[src/rtl/core/ping_pong_sample_buffer_defines.svh]
// Assertion macros shared by the ping-pong sample buffer RTL.
// No dependencies; included by the modules that carry assertions.
`ifndef PING_PONG_SAMPLE_BUFFER_DEFINES_SVH
`define PING_PONG_SAMPLE_BUFFER_DEFINES_SVH

`ifndef SYNTHESIS

// Same-cycle implication, disabled while in reset.
`define PPSB_ASSERT_NOW(label, clk, rst_n, ante, cons) \
    label: assert property (@(posedge clk) disable iff (!(rst_n)) (ante) |-> (cons)) \
        else $error("ppsb assertion failed");

// Next-cycle implication, disabled while in reset.
`define PPSB_ASSERT_NEXT(label, clk, rst_n, ante, cons) \
    label: assert property (@(posedge clk) disable iff (!(rst_n)) (ante) |=> (cons)) \
        else $error("ppsb assertion failed");

`else

`define PPSB_ASSERT_NOW(label, clk, rst_n, ante, cons)
`define PPSB_ASSERT_NEXT(label, clk, rst_n, ante, cons)

`endif

`endif

[src/rtl/core/ppsb_pkg.sv]
// Shared types and constants for the ping-pong sample buffer.
// No dependencies; imported by ppsb_ctrl, ppsb_dp and the top level.
package ppsb_pkg;

    localparam int TIME_W   = 32;
    localparam int SAMPLE_W = 16;
    localparam int ENTRY_W  = TIME_W + SAMPLE_W;

    // Command codes on the mode field; code 3 is unused and drives no bank action
    localparam logic [1:0] MODE_PUSH  = 2'd0;
    localparam logic [1:0] MODE_READ  = 2'd1;
    localparam logic [1:0] MODE_CLEAR = 2'd2;

    // Controller -> datapath commands, at most one action set per cycle besides done
    typedef struct packed {
        logic push_a;
        logic push_b;
        logic reject;
        logic read_a;
        logic read_b;
        logic clear;
        logic done;     // any transfer accepted: load the result registers
    } t_cmd;

    // Datapath -> controller status
    typedef struct packed {
        logic a_full;
        logic b_full;
    } t_status;

endpackage

[src/rtl/core/ppsb_ctrl.sv]
// Controller for the ping-pong sample buffer: decodes accepted commands.
// Depends on ppsb_pkg and ping_pong_sample_buffer_defines.svh.
`include "ping_pong_sample_buffer_defines.svh"

module ppsb_ctrl
    import ppsb_pkg::*;
(
    input  logic        i_clk,
    input  logic        i_rst_n,
    input  logic        i_start,
    input  logic [1:0]  i_mode,
    input  t_status     i_status,
    output logic        o_busy,
    output t_cmd        o_cmd,
    output logic        o_result_valid
);

    typedef enum logic [1:0] {
        S_IDLE   = 2'b01,
        S_RESULT = 2'b10
    } t_state;

    t_state r_state;
    t_state n_state;
    logic   w_accept;

    // every command finishes in the accept cycle; never stalls the sender
    assign o_busy   = 1'b0;
    assign w_accept = i_start && !o_busy;

    always_comb begin
        o_cmd      = '0;
        o_cmd.done = w_accept;
        if (w_accept) begin
            unique case (i_mode)
                MODE_PUSH: begin
                    priority if (!i_status.a_full) begin
                        o_cmd.push_a = 1'b1;
                    end else if (!i_status.b_full) begin
                        o_cmd.push_b = 1'b1;
                    end else begin
                        o_cmd.reject = 1'b1;
                    end
                end
                MODE_READ: begin
                    priority if (i_status.a_full) begin
                        o_cmd.read_a = 1'b1;
                    end else if (i_status.b_full) begin
                        o_cmd.read_b = 1'b1;
                    end else begin
                        o_cmd.read_a = 1'b0;
                    end
                end
                MODE_CLEAR: begin
                    o_cmd.clear = 1'b1;
                end
                default: begin
                    o_cmd.clear = 1'b0;
                end
            endcase
        end
    end

    // result strobe is registered: it rises in the cycle after each accepted transfer
    always_comb begin
        n_state = w_accept ? S_RESULT : S_IDLE;
    end

    always_ff @(posedge i_clk) begin
        if (!i_rst_n) begin
            r_state <= S_IDLE;
        end else begin
            r_state <= n_state;
        end
    end

    assign o_result_valid = (r_state == S_RESULT);

    `PPSB_ASSERT_NEXT(a_accept_gives_result, i_clk, i_rst_n, w_accept, o_result_valid)
    `PPSB_ASSERT_NEXT(a_no_spurious_result, i_clk, i_rst_n, !w_accept, !o_result_valid)
    `PPSB_ASSERT_NOW(a_one_action, i_clk, i_rst_n, 1'b1,
        $onehot0({o_cmd.push_a, o_cmd.push_b, o_cmd.reject, o_cmd.read_a,
                  o_cmd.read_b, o_cmd.clear}))

endmodule

[config.mk]
export PLATFORM = sky130hd
export DESIGN_NAME = ppsb_ctrl
export DESIGN_NICKNAME = d
export VERILOG_FILES = /design/src/rtl/core/ppsb_pkg.sv /design/src/rtl/core/ppsb_ctrl.sv
export VERILOG_INCLUDE_DIRS = /design/src /design/src/rtl/core
export SDC_FILE = /design/constraint.sdc
export NUM_CORES = 1
export LEC_CHECK = 0
export ABC_CLOCK_PERIOD_IN_PS = 1200
export BUFFER_PORTS_ARGS = -buffer_cell sky130_fd_sc_hd__clkbuf_2
export CORE_AREA = 2 2 39 41
export DETAILED_ROUTE_END_ITERATION = 7
export DIE_AREA = 0 0 41 43
export GPL_ROUTABILITY_DRIVEN = 0
export PLACE_DENSITY_LB_ADDON = 0.1
export SLEW_MARGIN = 20
export SYNTH_ARGS = -nofsm -noshare
export SYNTH_HDL_FRONTEND = slang
export SYNTH_SLANG_ARGS = --single-unit
[constraint.sdc]
create_clock -name i_clk -period 1.2 [get_ports i_clk]
set_input_delay 0.06 -clock i_clk [delete_from_list [all_inputs] [get_ports i_clk]]
set_output_delay 0.06 -clock i_clk [all_outputs]
set_load 0.02 [all_outputs]
==> results.json <==
{
  "detailedPlace.worstSlack_ns": 0.429,
  "cts_setup_buffers": 0,
  "clkSinkCount": 2,
  "synth_top_cells_by_count": "and4b_1, buf_4, dfxtp_1, nand2_1",
  "yosys_warnings": 0,
  "synth.area.top_cells": "dfxtp_1, and4b_1, buf_4",
  "syn_area_per_cell_um2": 9.15,
  "dr.pass1.iters": 4,
  "finish.net_count": 40,
  "largest-register": "r_state",
  "htreeDepth": 1,
  "grt_max_degree": 7,
  "maxCapViolations": 0,
  "fin_crit_ns": 0.849,
  "period_share_pct": 70.8,
  "clk_pin_slew_ns": 0.03,
  "grt_use_total_pct": 4.70,
  "row_count": 14,
  "setup_tns_ns": 0,
  "syn_nets": 23,
  "synth.ff_latch_count": 2,
  "leakagePower_nw": 0.145,
  "port_buffers": 14,
  "path_max_fanout": 1,
  "synth_flop_cell": "dfxtp_1",
  "end_kind": "output pin",
  "die_x_um": 41,
  "place_hpwl_um": 310,
  "fin_util_pct": 17.6,
  "antennaDiodeCount": 0,
  "largestRegisters": "r_state (2)",
  "initial_utilization_pct": 10.6,
  "grt_overflow_total": 0,
  "coreArea_mm2": 0.00138,
  "cp.depth": 2,
  "wl_per_cell_um": 8.13,
  "power_uw": 267,
  "cp_slowest_stage_delay_ns": 0.29,
  "switching_share_pct": 24.6,
  "crit_end": "o_result_valid",
  "ant_nets": 0,
  "avgViaCountPerCell": 3.36,
  "grt_pass1_wl_um": 469,
  "synthArstFlopShare_pct": 0,
  "drive_above_1_share_pct": 64.5,
  "cts-root-buf": "clkbuf_4",
  "hold_buffers": 0,
  "status": "complete, no violations",
  "ios": 16,
  "hold_slack_ns": 0.0360,
  "num_vias": 158,
  "synth-edff-count": 0,
  "syn_inst": 16,
  "finalWirelength_um": 382,
  "tritoncts": "done",
  "cp_data_arrival_time_ns": 0.79,
  "yosysTopAreaCell": "dfxtp_1",
  "dpl_cell_area_um2": 221,
  "hold_violations": 0,
  "largest_reg_flops": 2,
  "required_ns": 1.14,
  "synth_top_area_share_pct": 27.4,
  "netlist_area_um2": 146,
  "power_frac_comb_pct": 18.3,
  "pwr-share-seq_pct": 26.8,
  "finalNonFillerCells": 47,
  "dr.max_layer_used": "met3",
  "grt_pass1_vias": 137,
  "startpoint": "r_state[1]$_SDFF_PN0_",
  "p_per_area_mw_per_mm2": 1090,
  "p_clk_share_pct": 54.9,
  "drv_slew": 0,
  "p_int_uw": 201,
  "yosys.cell_types.count": 12,
  "irDropWorstVdd_mv": 0.160,
  "fillers": 155,
  "antenna_found_initial": 0,
  "drc": 0,
  "p_sw_uw": 65.6,
  "final-setup-viol-count": 0,
  "crit_family": "flip-flops",
  "rsz0062_at_grt": "false",
  "synthToLayoutAreaGrowth_pct": 66.7,
  "critical_path_buf_inv_count": 1,
  "worst_slack_ns": 0.351,
  "yosysSeqAreaShare_pct": 27.4,
  "wl_met2_um": 154,
  "design_area_um2": 244,
  "drt_iter0_markers": 5,
  "die_y_um": 43,
  "clock.fmax_mhz": 1180,
  "cts_buffers": 3,
  "crit_type": "reg -> out",
  "worstPathCellList": "nor2b_1 > clkbuf_2",
  "slowest_stage": "dfxtp_1",
  "cp-start-kind": "flop",
  "die_area_mm2": 0.00176,
  "hp-class": "in -> reg",
  "wl_met3_um": 68,
  "dp_cells": 44,
  "wl_met1_um": 159,
  "cts_buffer_depth": 2,
  "ctsResizeCount": 0
}
-- cells in the final DEF, fill, tap and decap left out --
| cell | n |
|---|---|
| clkbuf_2 | 14 |
| clkbuf_4 | 3 |
| and4b_1 | 2 |
| nand2_1 | 2 |
| dfxtp_1 | 2 |
| nor2b_4 | 1 |
| and4bb_1 | 1 |
| and3_2 | 1 |
| nor2_1 | 1 |
| nor2b_1 | 1 |
| nor3b_2 | 1 |
| inv_1 | 1 |
| conb_1 | 1 |
-- layout make-up --
class	count	area [um2]	area share, %
Inverter	1	3.75	1.54
Multi-Input combinational cell	11	87.6	35.9
Sequential cell	2	40.0	16.4
Clock buffer	3	22.5	9.23
Timing Repair Buffer	14	70.1	28.7
Tap cell	16	20.0	8.21
-- power groups by stage --
| stage | registers, mW | clock network [mW] | logic [mW] |
|---|---|---|---|
| after CTS | 0.0714 | 0.159 | 0.0493 |
| after floorplan | 0.0720 | 0 | 0.0300 |
| after global placement | 0.0720 | 0 | 0.0480 |
| final | 0.0714 | 0.146 | 0.0489 |
| after detailed placement | 0.0723 | 0 | 0.0492 |
| after global routing | 0.0716 | 0.157 | 0.0536 |
-- kinds of logic (layout without fill, tap and decap cells) --
kind of cell | count (synthesis) | in the layout | synth area share [%]
flops | 2 | 2 | 27.4
other cells | 1 | 1 | 2.56
buf+inv | 3 | 18 | 12.8
simple gates | 10 | 10 | 57.3
-- how the worst min path moves through the flow --
stage | from | to | cells past startpoint
2_1_floorplan | i_start | r_state[0]$_SDFF_PN1_ | 1
3_3_place_gp | i_rst_n | r_state[0]$_SDFF_PN1_ | 2
3_5_place_dp | i_rst_n | r_state[0]$_SDFF_PN1_ | 2
4_1_cts | i_rst_n | r_state[0]$_SDFF_PN1_ | 2
5_1_grt | i_rst_n | r_state[0]$_SDFF_PN1_ | 2
6_report | i_rst_n | r_state[0]$_SDFF_PN1_ | 2
-- per-layer routing --
metal	up-vias	track usage (%)
li1	82	-
met5	-	0
met3	0	0
met4	0	10.0
met2	16	4.69
met1	60	5.40
No activity file was read; power rests on OpenSTA's default activity.
